### src/hw/rtl/sall_pkg.sv
// Shared types and constants for the sorted array linked list.
package sall_pkg;

  localparam int CAPACITY_DEF = 16;
  localparam int KEY_BITS_DEF = 64;
  localparam int KEY_W        = 64;
  localparam int SLOT_W       = 4;
  localparam int COUNT_W      = 4;
  localparam int MAX_OUT      = 15;
  localparam int LIST_W       = 4;

  typedef enum logic [1:0] {
    FN_INSERT = 2'd0,
    FN_DELETE = 2'd1,
    FN_SEARCH = 2'd2,
    FN_LIST   = 2'd3
  } func_t;

  typedef enum logic [2:0] {
    ST_INSERTED = 3'd0,
    ST_FULL     = 3'd1,
    ST_DUP      = 3'd2,
    ST_REMOVED  = 3'd3,
    ST_EMPTY    = 3'd4,
    ST_NOTFOUND = 3'd5,
    ST_FOUND    = 3'd6,
    ST_LISTED   = 3'd7
  } status_t;

  typedef enum logic [1:0] {
    SLOT_NONE = 2'd0,
    SLOT_CUR  = 2'd1,
    SLOT_FREE = 2'd2
  } slot_sel_t;

  typedef enum logic [3:0] {
    S_IDLE,
    S_START,
    S_WALK,
    S_DECIDE,
    S_SCAN,
    S_LINK_NEW,
    S_LINK_PREV,
    S_RESP,
    S_LIST
  } state_t;

  typedef struct packed {
    logic      load_in;
    logic      start_walk;
    logic      step;
    logic      unlink;
    logic      scan_init;
    logic      scan_step;
    logic      link_new;
    logic      link_prev;
    logic      set_res;
    status_t   res_status;
    slot_sel_t slot_sel;
    logic      clr_key;
    logic      emit_res;
    logic      emit_list;
  } cmd_t;

  typedef struct packed {
    func_t func;
    logic  full;
    logic  empty;
    logic  head_zero;
    logic  link_zero;
    logic  key_ge;
    logic  found;
    logic  free_hit;
    logic  scan_end;
    logic  list_end;
    logic  out_free;
  } sts_t;

endpackage

### src/hw/rtl/sall_ctrl.sv
// Controller state machine: sequences walk, free-cell scan, relink and result steps.
module sall_ctrl (
  input  logic            clk,
  input  logic            rst,
  input  logic            req_valid,
  output logic            req_ready,
  input  sall_pkg::sts_t  sts,
  output sall_pkg::cmd_t  cmd,
  output sall_pkg::state_t state_out
);

  sall_pkg::state_t state, state_next;

  always_ff @(posedge clk) begin
    if (rst) begin
      state <= sall_pkg::S_IDLE;
    end else begin
      state <= state_next;
    end
  end

  // next state
  always_comb begin
    state_next = state;
    unique case (state)
      sall_pkg::S_IDLE: begin
        if (req_valid) state_next = sall_pkg::S_START;
      end
      sall_pkg::S_START: begin
        unique case (sts.func)
          sall_pkg::FN_INSERT: begin
            if (sts.full) state_next = sall_pkg::S_RESP;
            else if (sts.head_zero) state_next = sall_pkg::S_DECIDE;
            else state_next = sall_pkg::S_WALK;
          end
          sall_pkg::FN_DELETE: begin
            if (sts.empty) state_next = sall_pkg::S_RESP;
            else if (sts.head_zero) state_next = sall_pkg::S_DECIDE;
            else state_next = sall_pkg::S_WALK;
          end
          sall_pkg::FN_SEARCH: begin
            if (sts.head_zero) state_next = sall_pkg::S_DECIDE;
            else state_next = sall_pkg::S_WALK;
          end
          sall_pkg::FN_LIST: begin
            if (sts.head_zero) state_next = sall_pkg::S_RESP;
            else state_next = sall_pkg::S_LIST;
          end
          default: state_next = sall_pkg::S_IDLE;
        endcase
      end
      sall_pkg::S_WALK: begin
        if (sts.key_ge || sts.link_zero) state_next = sall_pkg::S_DECIDE;
      end
      sall_pkg::S_DECIDE: begin
        if (sts.func == sall_pkg::FN_INSERT && !sts.found) state_next = sall_pkg::S_SCAN;
        else state_next = sall_pkg::S_RESP;
      end
      sall_pkg::S_SCAN: begin
        if (sts.free_hit) state_next = sall_pkg::S_LINK_NEW;
        else if (sts.scan_end) state_next = sall_pkg::S_RESP;
      end
      sall_pkg::S_LINK_NEW:  state_next = sall_pkg::S_LINK_PREV;
      sall_pkg::S_LINK_PREV: state_next = sall_pkg::S_RESP;
      sall_pkg::S_RESP: begin
        if (sts.out_free) state_next = sall_pkg::S_IDLE;
      end
      sall_pkg::S_LIST: begin
        if (sts.out_free && sts.list_end) state_next = sall_pkg::S_IDLE;
      end
      default: state_next = sall_pkg::S_IDLE;
    endcase
  end

  // outputs
  always_comb begin
    cmd = '0;
    cmd.res_status = sall_pkg::ST_INSERTED;
    cmd.slot_sel   = sall_pkg::SLOT_NONE;
    req_ready      = 1'b0;
    unique case (state)
      sall_pkg::S_IDLE: begin
        req_ready   = 1'b1;
        cmd.load_in = req_valid;
      end
      sall_pkg::S_START: begin
        unique case (sts.func)
          sall_pkg::FN_INSERT: begin
            if (sts.full) begin
              cmd.set_res    = 1'b1;
              cmd.res_status = sall_pkg::ST_FULL;
            end else begin
              cmd.start_walk = 1'b1;
            end
          end
          sall_pkg::FN_DELETE: begin
            if (sts.empty) begin
              cmd.set_res    = 1'b1;
              cmd.res_status = sall_pkg::ST_EMPTY;
            end else begin
              cmd.start_walk = 1'b1;
            end
          end
          sall_pkg::FN_SEARCH: cmd.start_walk = 1'b1;
          sall_pkg::FN_LIST: begin
            if (sts.head_zero) begin
              cmd.set_res    = 1'b1;
              cmd.res_status = sall_pkg::ST_EMPTY;
              cmd.clr_key    = 1'b1;
            end else begin
              cmd.start_walk = 1'b1;
            end
          end
          default: cmd.start_walk = 1'b0;
        endcase
      end
      sall_pkg::S_WALK: begin
        cmd.step = !sts.key_ge;
      end
      sall_pkg::S_DECIDE: begin
        unique case (sts.func)
          sall_pkg::FN_INSERT: begin
            if (sts.found) begin
              cmd.set_res    = 1'b1;
              cmd.res_status = sall_pkg::ST_DUP;
              cmd.slot_sel   = sall_pkg::SLOT_CUR;
            end else begin
              cmd.scan_init = 1'b1;
            end
          end
          sall_pkg::FN_DELETE: begin
            cmd.set_res = 1'b1;
            if (sts.found) begin
              cmd.unlink     = 1'b1;
              cmd.res_status = sall_pkg::ST_REMOVED;
              cmd.slot_sel   = sall_pkg::SLOT_CUR;
            end else begin
              cmd.res_status = sall_pkg::ST_NOTFOUND;
            end
          end
          sall_pkg::FN_SEARCH: begin
            cmd.set_res = 1'b1;
            if (sts.found) begin
              cmd.res_status = sall_pkg::ST_FOUND;
              cmd.slot_sel   = sall_pkg::SLOT_CUR;
            end else begin
              cmd.res_status = sall_pkg::ST_NOTFOUND;
            end
          end
          default: cmd.set_res = 1'b0;
        endcase
      end
      sall_pkg::S_SCAN: begin
        if (!sts.free_hit) begin
          if (sts.scan_end) begin
            cmd.set_res    = 1'b1;
            cmd.res_status = sall_pkg::ST_FULL;
          end else begin
            cmd.scan_step = 1'b1;
          end
        end
      end
      sall_pkg::S_LINK_NEW: cmd.link_new = 1'b1;
      sall_pkg::S_LINK_PREV: begin
        cmd.link_prev  = 1'b1;
        cmd.set_res    = 1'b1;
        cmd.res_status = sall_pkg::ST_INSERTED;
        cmd.slot_sel   = sall_pkg::SLOT_FREE;
      end
      sall_pkg::S_RESP: cmd.emit_res = sts.out_free;
      sall_pkg::S_LIST: begin
        cmd.emit_list = sts.out_free;
        cmd.step      = sts.out_free && !sts.list_end;
      end
      default: req_ready = 1'b0;
    endcase
  end

  assign state_out = state;

endmodule

### src/hw/rtl/sall_datapath.sv
// Datapath: link and key stores, walk cursors, free flags, entry count and result register.
module sall_datapath #(
  parameter int CAPACITY = sall_pkg::CAPACITY_DEF,
  parameter int KEY_BITS = sall_pkg::KEY_BITS_DEF
) (
  input  logic                        clk,
  input  logic                        rst,
  input  logic [1:0]                  func,
  input  logic [sall_pkg::KEY_W-1:0]  key,
  input  sall_pkg::cmd_t              cmd,
  output sall_pkg::sts_t              sts,
  input  logic                        rsp_ready,
  output logic                        rsp_valid,
  output logic [2:0]                  status,
  output logic [sall_pkg::KEY_W-1:0]  key_out,
  output logic [sall_pkg::SLOT_W-1:0] slot,
  output logic [sall_pkg::COUNT_W-1:0] entry_count,
  output logic                        last
);

  localparam int IDX_W   = $clog2(CAPACITY);
  localparam int KEY_W   = sall_pkg::KEY_W;
  localparam int SLOT_W  = sall_pkg::SLOT_W;
  localparam int COUNT_W = sall_pkg::COUNT_W;
  localparam int LIST_W  = sall_pkg::LIST_W;

  // cell 0 is the head sentinel; its link lives in head, not in link_mem
  logic [KEY_BITS-1:0] key_mem  [CAPACITY];
  logic [IDX_W-1:0]    link_mem [CAPACITY];

  sall_pkg::func_t     func_q;
  logic [KEY_BITS-1:0] key_q;
  logic [IDX_W-1:0]    head;
  logic [IDX_W-1:0]    cur;
  logic [IDX_W-1:0]    prev;
  logic [KEY_BITS-1:0] key_rd;
  logic [IDX_W-1:0]    link_rd;
  logic [IDX_W-1:0]    scan_j;
  logic [IDX_W-1:0]    used_cnt;
  logic [CAPACITY-1:0] free_q;
  logic [LIST_W-1:0]   list_n;
  sall_pkg::status_t   res_status;
  logic [IDX_W-1:0]    res_slot;

  sall_pkg::status_t   out_status;
  logic [KEY_W-1:0]    out_key;
  logic [SLOT_W-1:0]   out_slot;
  logic [COUNT_W-1:0]  out_count;
  logic                out_last;
  logic                out_valid;

  logic                rd_en;
  logic [IDX_W-1:0]    rd_addr;
  logic                lw_en;
  logic                head_we;
  logic [IDX_W-1:0]    lw_data;
  logic                list_end;

  assign rd_en   = cmd.start_walk || cmd.step;
  assign rd_addr = cmd.start_walk ? head : link_rd;

  // predecessor link update: head register when the predecessor is the sentinel
  always_comb begin
    lw_en   = 1'b0;
    head_we = 1'b0;
    lw_data = link_rd;
    if (cmd.unlink || cmd.link_prev) begin
      lw_data = cmd.link_prev ? scan_j : link_rd;
      if (prev == '0) head_we = 1'b1;
      else lw_en = 1'b1;
    end
  end

  always_ff @(posedge clk) begin
    if (rd_en) begin
      key_rd  <= key_mem[rd_addr];
      link_rd <= link_mem[rd_addr];
    end
    if (cmd.link_new) begin
      link_mem[scan_j] <= cur;
      key_mem[scan_j]  <= key_q;
    end else if (lw_en) begin
      link_mem[prev] <= lw_data;
    end
  end

  always_ff @(posedge clk) begin
    if (rst) begin
      head      <= '0;
      used_cnt  <= '0;
      free_q    <= {{(CAPACITY-1){1'b1}}, 1'b0};
      out_valid <= 1'b0;
    end else begin
      if (head_we) head <= lw_data;
      if (cmd.unlink) begin
        free_q[cur] <= 1'b1;
        used_cnt    <= used_cnt - IDX_W'(1);
      end
      if (cmd.link_new) free_q[scan_j] <= 1'b0;
      if (cmd.link_prev) used_cnt <= used_cnt + IDX_W'(1);
      if (cmd.emit_res || cmd.emit_list) out_valid <= 1'b1;
      else if (rsp_ready) out_valid <= 1'b0;
    end
  end

  always_ff @(posedge clk) begin
    if (cmd.load_in) begin
      func_q <= sall_pkg::func_t'(func);
      key_q  <= key[KEY_BITS-1:0];
    end else if (cmd.clr_key) begin
      key_q <= '0;
    end
    if (cmd.start_walk) begin
      prev   <= '0;
      cur    <= head;
      list_n <= '0;
    end else if (cmd.step) begin
      prev <= cur;
      cur  <= link_rd;
    end
    if (cmd.emit_list) list_n <= list_n + LIST_W'(1);
    if (cmd.scan_init) scan_j <= IDX_W'(1);
    else if (cmd.scan_step) scan_j <= scan_j + IDX_W'(1);
    if (cmd.set_res) begin
      res_status <= cmd.res_status;
      case (cmd.slot_sel)
        sall_pkg::SLOT_CUR:  res_slot <= cur;
        sall_pkg::SLOT_FREE: res_slot <= scan_j;
        default:             res_slot <= '0;
      endcase
    end
    if (cmd.emit_res) begin
      out_status <= res_status;
      out_key    <= KEY_W'(key_q);
      out_slot   <= SLOT_W'(res_slot);
      out_count  <= COUNT_W'(used_cnt);
      out_last   <= 1'b1;
    end else if (cmd.emit_list) begin
      out_status <= sall_pkg::ST_LISTED;
      out_key    <= KEY_W'(key_rd);
      out_slot   <= SLOT_W'(cur);
      out_count  <= COUNT_W'(used_cnt);
      out_last   <= list_end;
    end
  end

  assign list_end = (link_rd == '0) || (list_n == LIST_W'(sall_pkg::MAX_OUT - 1));

  always_comb begin
    sts.func      = func_q;
    sts.full      = used_cnt >= IDX_W'(CAPACITY - 1);
    sts.empty     = used_cnt == '0;
    sts.head_zero = head == '0;
    sts.link_zero = link_rd == '0;
    sts.key_ge    = key_rd >= key_q;
    sts.found     = (cur != '0) && (key_rd == key_q);
    sts.free_hit  = free_q[scan_j];
    sts.scan_end  = scan_j == IDX_W'(CAPACITY - 1);
    sts.list_end  = list_end;
    sts.out_free  = !out_valid || rsp_ready;
  end

  assign rsp_valid   = out_valid;
  assign status      = out_status;
  assign key_out     = out_key;
  assign slot        = out_slot;
  assign entry_count = out_count;
  assign last        = out_last;

endmodule

### src/hw/rtl/sorted_array_linked_list.sv
// Sorted linked list of keys in an array of cells: top level with controller and datapath.
// Insert walks up to CAPACITY-1 link steps (one per cycle through the registered store read)
// and then scans up to CAPACITY-1 cells for a free one. Delete and search walk the same way;
// list gives one key per cycle while the output register is free to take it.
// One item at a time; the next item is taken while the final result still waits in the
// output register. Reset clears control, entry count and free flags; the key
// store is not cleared and needs no clearing pass.
module sorted_array_linked_list #(
  parameter int CAPACITY = sall_pkg::CAPACITY_DEF,
  parameter int KEY_BITS = sall_pkg::KEY_BITS_DEF
) (
  input  logic                         clk,
  input  logic                         rst,
  input  logic                         req_valid,
  output logic                         req_ready,
  input  logic [1:0]                   func,
  input  logic [sall_pkg::KEY_W-1:0]   key,
  output logic                         rsp_valid,
  input  logic                         rsp_ready,
  output logic [2:0]                   status,
  output logic [sall_pkg::KEY_W-1:0]   key_out,
  output logic [sall_pkg::SLOT_W-1:0]  slot,
  output logic [sall_pkg::COUNT_W-1:0] entry_count,
  output logic                         last
);

  sall_pkg::cmd_t   cmd;
  sall_pkg::sts_t   sts;
  sall_pkg::state_t state;

  sall_ctrl u_ctrl (
    .clk       (clk),
    .rst       (rst),
    .req_valid (req_valid),
    .req_ready (req_ready),
    .sts       (sts),
    .cmd       (cmd),
    .state_out (state)
  );

  sall_datapath #(
    .CAPACITY (CAPACITY),
    .KEY_BITS (KEY_BITS)
  ) u_dp (
    .clk         (clk),
    .rst         (rst),
    .func        (func),
    .key         (key),
    .cmd         (cmd),
    .sts         (sts),
    .rsp_ready   (rsp_ready),
    .rsp_valid   (rsp_valid),
    .status      (status),
    .key_out     (key_out),
    .slot        (slot),
    .entry_count (entry_count),
    .last        (last)
  );

  // a newly linked cell must no longer show as free
  a_claimed_cell: assert property (@(posedge clk) disable iff (rst)
    cmd.link_new |=> !sts.free_hit)
    else $error("claimed cell still marked free");

  // an insert walk only starts with room left in the list
  a_insert_room: assert property (@(posedge clk) disable iff (rst)
    (state == sall_pkg::S_START && sts.func == sall_pkg::FN_INSERT && cmd.start_walk)
      |-> !sts.full)
    else $error("insert walk started on a full list");

  // unlinking only happens on a matched key in a non-empty list
  a_unlink_match: assert property (@(posedge clk) disable iff (rst)
    cmd.unlink |-> (sts.found && !sts.empty))
    else $error("unlink without a matching entry");

  // a single-result item always ends with last set
  a_resp_last: assert property (@(posedge clk) disable iff (rst)
    cmd.emit_res |=> (rsp_valid && last && state == sall_pkg::S_IDLE))
    else $error("single result item did not close with last");

endmodule

### config.mk
export PLATFORM = sky130hd
export DESIGN_NAME = sorted_array_linked_list
export DESIGN_NICKNAME = d
export VERILOG_FILES = /design/src/hw/rtl/sall_pkg.sv /design/src/hw/rtl/sall_ctrl.sv /design/src/hw/rtl/sall_datapath.sv /design/src/hw/rtl/sorted_array_linked_list.sv
export SDC_FILE = /design/constraint.sdc
export NUM_CORES = 2
export LEC_CHECK = 0
export BUFFER_PORTS_ARGS = -buffer_cell sky130_fd_sc_hd__buf_2
export CAP_MARGIN = 5
export CORE_MARGIN = 3
export CORE_UTILIZATION = 49
export CTS_CLUSTER_DIAMETER = 80
export DETAILED_ROUTE_END_ITERATION = 6
export GPL_TIMING_DRIVEN = 0
export PLACE_DENSITY = 0.63
export SLEW_MARGIN = 5
export SYNTH_ARGS = -nofsm -noshare
export SYNTH_HDL_FRONTEND = slang
export SYNTH_HIERARCHICAL = 1
export SYNTH_SLANG_ARGS = --single-unit
### constraint.sdc
create_clock -name clk -period 7.65 [get_ports clk]
set_input_delay 0 -clock clk [delete_from_list [all_inputs] [get_ports clk]]
set_output_delay 0 -clock clk [all_outputs]
set_load 0.03 [all_outputs]
## Word-level counts from Yosys, hierarchy flattened

Memories as Yosys holds them, arrays and structs flattened. A register that Yosys moved wholly into a read port is not among the register bits.
Cells that the tools add are included.

| storage, ports and cells | value |
|---|---|
| register bits | 194 |
| latch bits | 0 |
| memory bits (writable) | 1088 |
| bits in read-only memories | 0 |
| bits of input ports | 70 |
| output and inout bits | 78 |
| word-level logic and storage cells | 179 |
| memories kept | 2 |

Memories:

| name | depth | bits a word | read ports | clocked after Yosys merged registers in | wr ports | RTL line | source |
|---|---|---|---|---|---|---|---|
| u_dp.key_mem | 16 | 64 | 1 | 1 | 1 | sall_datapath.sv:28 | `logic [KEY_BITS-1:0] key_mem [CAPACITY];` |
| u_dp.link_mem | 16 | 4 | 1 | 1 | 1 | sall_datapath.sv:29 | `logic [IDX_W-1:0] link_mem [CAPACITY];` |

| cells by class | value |
|---|---|
| add/sub/neg operators | 4 |
| $mul | 0 |
| divide/modulo/power cells | 0 |
| $lt $le $gt $ge | 6 |
| equality and inequality tests | 21 |
| shifts and indexed selects | 0 |
| muxes and demuxes | 93 |
| bitwise gates (word level) | 3 |
| reduce and logical (&&, ||, !) cells | 32 |

Operator list:

| kind | number |
|---|---|
| 64-bit 2-to-1 mux | 4 |
| 4-bit 2-to-1 mux | 29 |
| 64-bit == test | 1 |
| 64-bit greater-or-equal comparator | 1 |
| 16-bit 2-to-1 mux | 3 |
| 1-bit 2-to-1 mux | 37 |
| 4-bit one-hot mux with 9 select lines | 1 |
| 4-bit one-hot mux with 4 select lines | 2 |
| 4-bit zero test | 5 |
| 16-bit AND | 1 |
| 4-bit by 3-bit == test with 1-bit output, second input constant | 4 |
| 16-bit inverter | 1 |
| 16-bit OR | 1 |
| 5-bit one-hot mux with 3 select lines | 1 |
| 4-bit by 1-bit adder with 4-bit output, second input constant | 3 |
| 4-bit == test, second input constant | 3 |
| 4-bit one-hot mux with 3 select lines | 1 |
| 2-bit nonzero test | 6 |
| 4-bit by 5-bit less-than comparator with 1-bit output, second input constant | 2 |
| 3-bit 2-to-1 mux | 3 |
| 1-bit demux with 4-bit select | 2 |
| 4-bit by 2-bit == test with 1-bit output, second input constant | 2 |
| 4-bit by 1-bit greater-or-equal comparator with 1-bit output, second input constant | 2 |
| 4-bit one-hot mux with 2 select lines | 1 |
| other kinds (22) | 43 |

## Depth between registers and ports, before layout

| depth | value |
|---|---|
| depth after elaboration | 12 |
| gate-level depth with buffers | 15 |
| gate-level depth less buffers | 14 |

## Hierarchy

Netlist, hierarchy kept.

By module, submodules not included:

| module | instances | cells each | area each (µm²) | seq. area each (µm²) |
|---|---|---|---|---|
| sall_datapath | 1 | 4093 | 54292.1 | 40078.4 |
| sall_ctrl | 1 | 105 | 762.0 | 80.1 |

## Worst setup path after synthesis

No wires, ideal clock.

| path | value |
|---|---|
| path kind | flip-flop to flip-flop |
| start point | reg u_ctrl.state[2], in the netlist u_ctrl/state_out[2] |
| end point | mem u_dp/key_mem[2][0] in the netlist's numbering (enable) |
| setup time | 567 ps |
| data arrival time | 5553 ps |
| data required time | 7083 ps |
| setup slack | 1530 ps |
| stages on the path, launching flop included | 7 |
| buffers on the path | 2 |
| clock period less this slack | 6120 ps |
| cells stage by stage | dfxtp_1 -> buf_6 -> nand2_1 -> nor3_1 -> clkbuf_1 -> nand2_1 -> nor3_1 |

RTL lines:

| what | RTL line | source |
|---|---|---|
| start: declaration | sall_ctrl.sv:12 | `sall_pkg::state_t state, state_next;` |
| start signal: assignment | sall_ctrl.sv:16 | `state <= sall_pkg::S_IDLE;` |
| start signal: assignment | sall_ctrl.sv:18 | `state <= state_next;` |
| end: declaration | sall_datapath.sv:28 |  |

==> flow_summary.yaml <==
critical_path:
  critPathMaxFanout: 18
  end_kind: "flop"
  required_ns: 8.03
  critPathArrivalTime_ns: 6.54
  start_kind: "flop"
  critPathKind: "flop to flop"
  critPathSlowestCell: "nor4bb_1"
  crit_chain: "inv_1 > ha_1 > nand4_1 > nor4bb_1 > nand2_1 > nor3_2 > buf_6 > and3_1 > and3_1 > clkbuf_1 > nor2_1 > nor3_1 > a31oi_1 > nor2_1"
  crit_path_max_incr_delay_ns: 1.16
logic_synthesis:
  yosysUniqueCellTypes: 68
  synthFlopType: "edfxtp_1"
  synth_edf_count: 1312
  ys_seq_elements: 1350
  avgSynthCellArea_um2: 13.1
  synth_area_mm2: 0.0551
  syn-num-nets: 4351
  synth_cells: 4198
  yosysWarnings: 6
  async_flop_share_pct: 0
  ys_seq_area_share_pct: 72.9
timing:
  fin_hold_ws_ns: 0.0773
  max_slew_margin_pct: 2.21
  max_freq_ghz: 0.162
  hold_viol: 0
  finalMaxSlewViolations: 0
  tightest_slew_ns: 1.45
  period_share_pct: 80.5
  final.setup.tns_ns: 0
  fin_skew_ns: 0.0270
  setup_viol: 0
  rsz0062_at_grt: "false"
  period_needed_ns: 6.16
final_layout:
  areaGrowthSynthToFinish_pct: 15.7
  drive_above_1_share_pct: 13.2
  final_nets: 4774
  multiInputGateArea_mm2: 0.0135
  regArea_mm2: 0.0402
  fillers: 8900
pwr:
  p_sw_mw: 9.15
  powerDensity_mw_per_mm2: 390
  internal-power_mw: 15.7
  p_comb_share_pct: 30.8
  power.total_mw: 24.8
  power.leakage_nw: 22.7
  vdd_ir_drop_max_mv: 0.291
  pwr-share-clk_pct: 26.1
  p_seq_share_pct: 43.1
  switching_share_pct: 36.8
drt:
  num_vias: 35958
  dr.pass1.iters: 6
  first_iter_violations: 4043
  routedWlPerCell_um: 24.0
  wl_um: 149000
  vias_per_cell: 5.78
  drc: 0
  final_antenna_net_count: 0
placement:
  place_congestion: 0.826
  numPortBuffers: 147
  dp_hpwl_um: 101000
clocking:
  clockBufferDepth: 3
  cts_resized: 0
  cts_buffers: 141
  tritoncts: "yes"
  cts-root-buf: "clkbuf_16"
  cts.htree.levels: 4
  clkSlewWorstSetupHoldPaths_ns: 0.06
  cts_setup_buffers: 0
  insertion_delay_ns: 0.75
  clkSinkCount: 1350
die:
  rows: 122
  chipHeight_um: 341
  dieArea_mm2: 0.116
  die_w_um: 341
  start_util_pct: 49.5
  io_pins: 148
  design.core.area_mm2: 0.111
job:
  cap_violations: 0
grt:
  gr-total-overflow: 0
  grtUsageTotal_pct: 25.5
  first_global_vias: 35103
  antenna_found_initial: 9
  grt_max_degree: 53
  grt_pass1_wl_um: 223000
status:
  status: "completed"
worst_hold_path:
  hold_class: "input port to flop"
==> stage by stage <==
stage | area [um2] | setup WS, ns | std cells | util, %
floorplan | 55100 | 1.53 | 4198 | -
global placement | 57700 | -2.92 | 5833 | 51.9
detailed placement | 58700 | 1.66 | 5895 | 52.8
CTS | 63700 | 1.61 | 6216 | 57.3
global route | 63700 | 1.30 | 6216 | 57.3
finish | 63700 | 1.49 | 6220 | 57.3
==> layer usage <==
metal	GRT usage [%]	wire (um)
met5	0	0
met4	8.34	4170
met3	3.88	10700
met2	41.8	71900
met1	35.3	62400
==> registers in the layout, indices dropped and copies added, names as in the netlist, 16 cells and up <==
name / cells
u_dp/free_q: 16
u_dp/key_q: 64
u_dp/key_out: 64
u_dp/key_mem: 1024
u_dp/link_mem: 64
u_dp/key_rd: 64
==> critical path, delay by kind of cell (launching register included) <==
family / cells / cell delay [ns]
DFF: 1 / 0.80
adders and majority gates: 1 / 0.35
and+or+nand+nor: 9 / 3.64
buffers and inverters: 3 / 0.66
AOI/OAI and AO/OA: 1 / 0.31
==> final cells by class <==
| class | instances | share of cell area [%] |
|---|---|---|
| multi-input combinational | 2507 | 21.2 |
| clock buffer | 202 | 6.26 |
| buffer | 261 | 1.90 |
| clock inverter | 48 | 0.542 |
| inverter | 80 | 0.475 |
| antenna | 4 | 0.0157 |
| sequential | 1350 | 63.0 |
| timing repair buffer | 280 | 3.67 |
| tap | 1488 | 2.92 |
==> logic make-up after synthesis <==
logic type,share of synthesized area [%]
simple gates,15.9
flops,72.9
buf+inv,2.73
compound gates,4.49
mux,1.86
fa+ha+maj,1.90
xor+xnor,0.143
==> path summary, 6_finish.rpt <==
kind | startpoint | endpoint | depth (start not counted) | slack (ns)
hold / removal | key[57] | u_dp/key_q[57] | 3 | 0.08
setup reg to reg | u_dp/key_q[63] | u_dp/link_mem[15][3] | 14 | 1.49
setup / recovery | u_dp/key_q[63] | u_dp/link_mem[15][3] | 14 | 1.49
hold reg to reg | u_dp/free_q[3] | u_dp/free_q[3] | 2 | 0.50
==> synth_stat cells (6+ instances only) <==
library cell / count / area (um2)
nor4_1: 11 / 68.8
nand3_1: 549 / 2750
nand2_1: 1135 / 4260
buf_2: 123 / 616
o21bai_1: 16 / 120
o21ai_0: 21 / 105
a311oi_1: 136 / 1190
a21o_1: 6 / 45.0
a21oi_1: 50 / 250
nand2b_1: 13 / 81.3
mux2i_1: 12 / 120
ha_1: 82 / 1030
nand4_1: 11 / 68.8
and3_1: 73 / 457
dfxtp_1: 38 / 761
and2_1: 69 / 432
mux2_2: 67 / 754
a31oi_1: 74 / 463
buf_1: 11 / 41.3
inv_1: 78 / 293
clkbuf_1: 112 / 420
nor2b_1: 9 / 56.3
edfxtp_1: 1312 / 39400
a211oi_1: 6 / 45.0
nor2_1: 78 / 293
nor3_1: 18 / 90.1
buf_4: 11 / 82.6
==> power groups by stage <==
| stage | Combinational, mW | Clock (mW) | Sequential [mW] |
|---|---|---|---|
| 2_1_floorplan | 4.68 | 0 | 10.3 |
| 3_3_place_gp | 7.38 | 0 | 10.8 |
| 3_5_place_dp | 7.58 | 0 | 10.8 |
| 4_1_cts | 7.65 | 6.59 | 10.7 |
| 5_1_grt | 8.35 | 6.88 | 10.8 |
| 6_report | 7.66 | 6.49 | 10.7 |
==> cell usage in the layout (no fill, tap or decap), types with 25 or more instances in the layout <==
master	count
a311oi_1	136
clkbuf_1	157
a31oi_1	74
ha_1	82
nor2_1	66
clkbuf_16	150
clkinv_1	30
inv_1	77
nand2_1	1135
and3_1	73
nand3_1	549
edfxtp_1	1312
buf_2	270
dlygate4sd3_1	71
dfxtp_1	38
and2_1	69
buf_12	25
a21oi_1	50
mux2_2	67
buf_4	35
==> repair_timing <==
action | 4_1_cts | 5_1_grt
setup endpoints to repair | 0 | 0
hold buffers | 71 | 0
hold endpoints to repair | 96 | 0
Note: power is estimated with default switching activity, not from simulation.
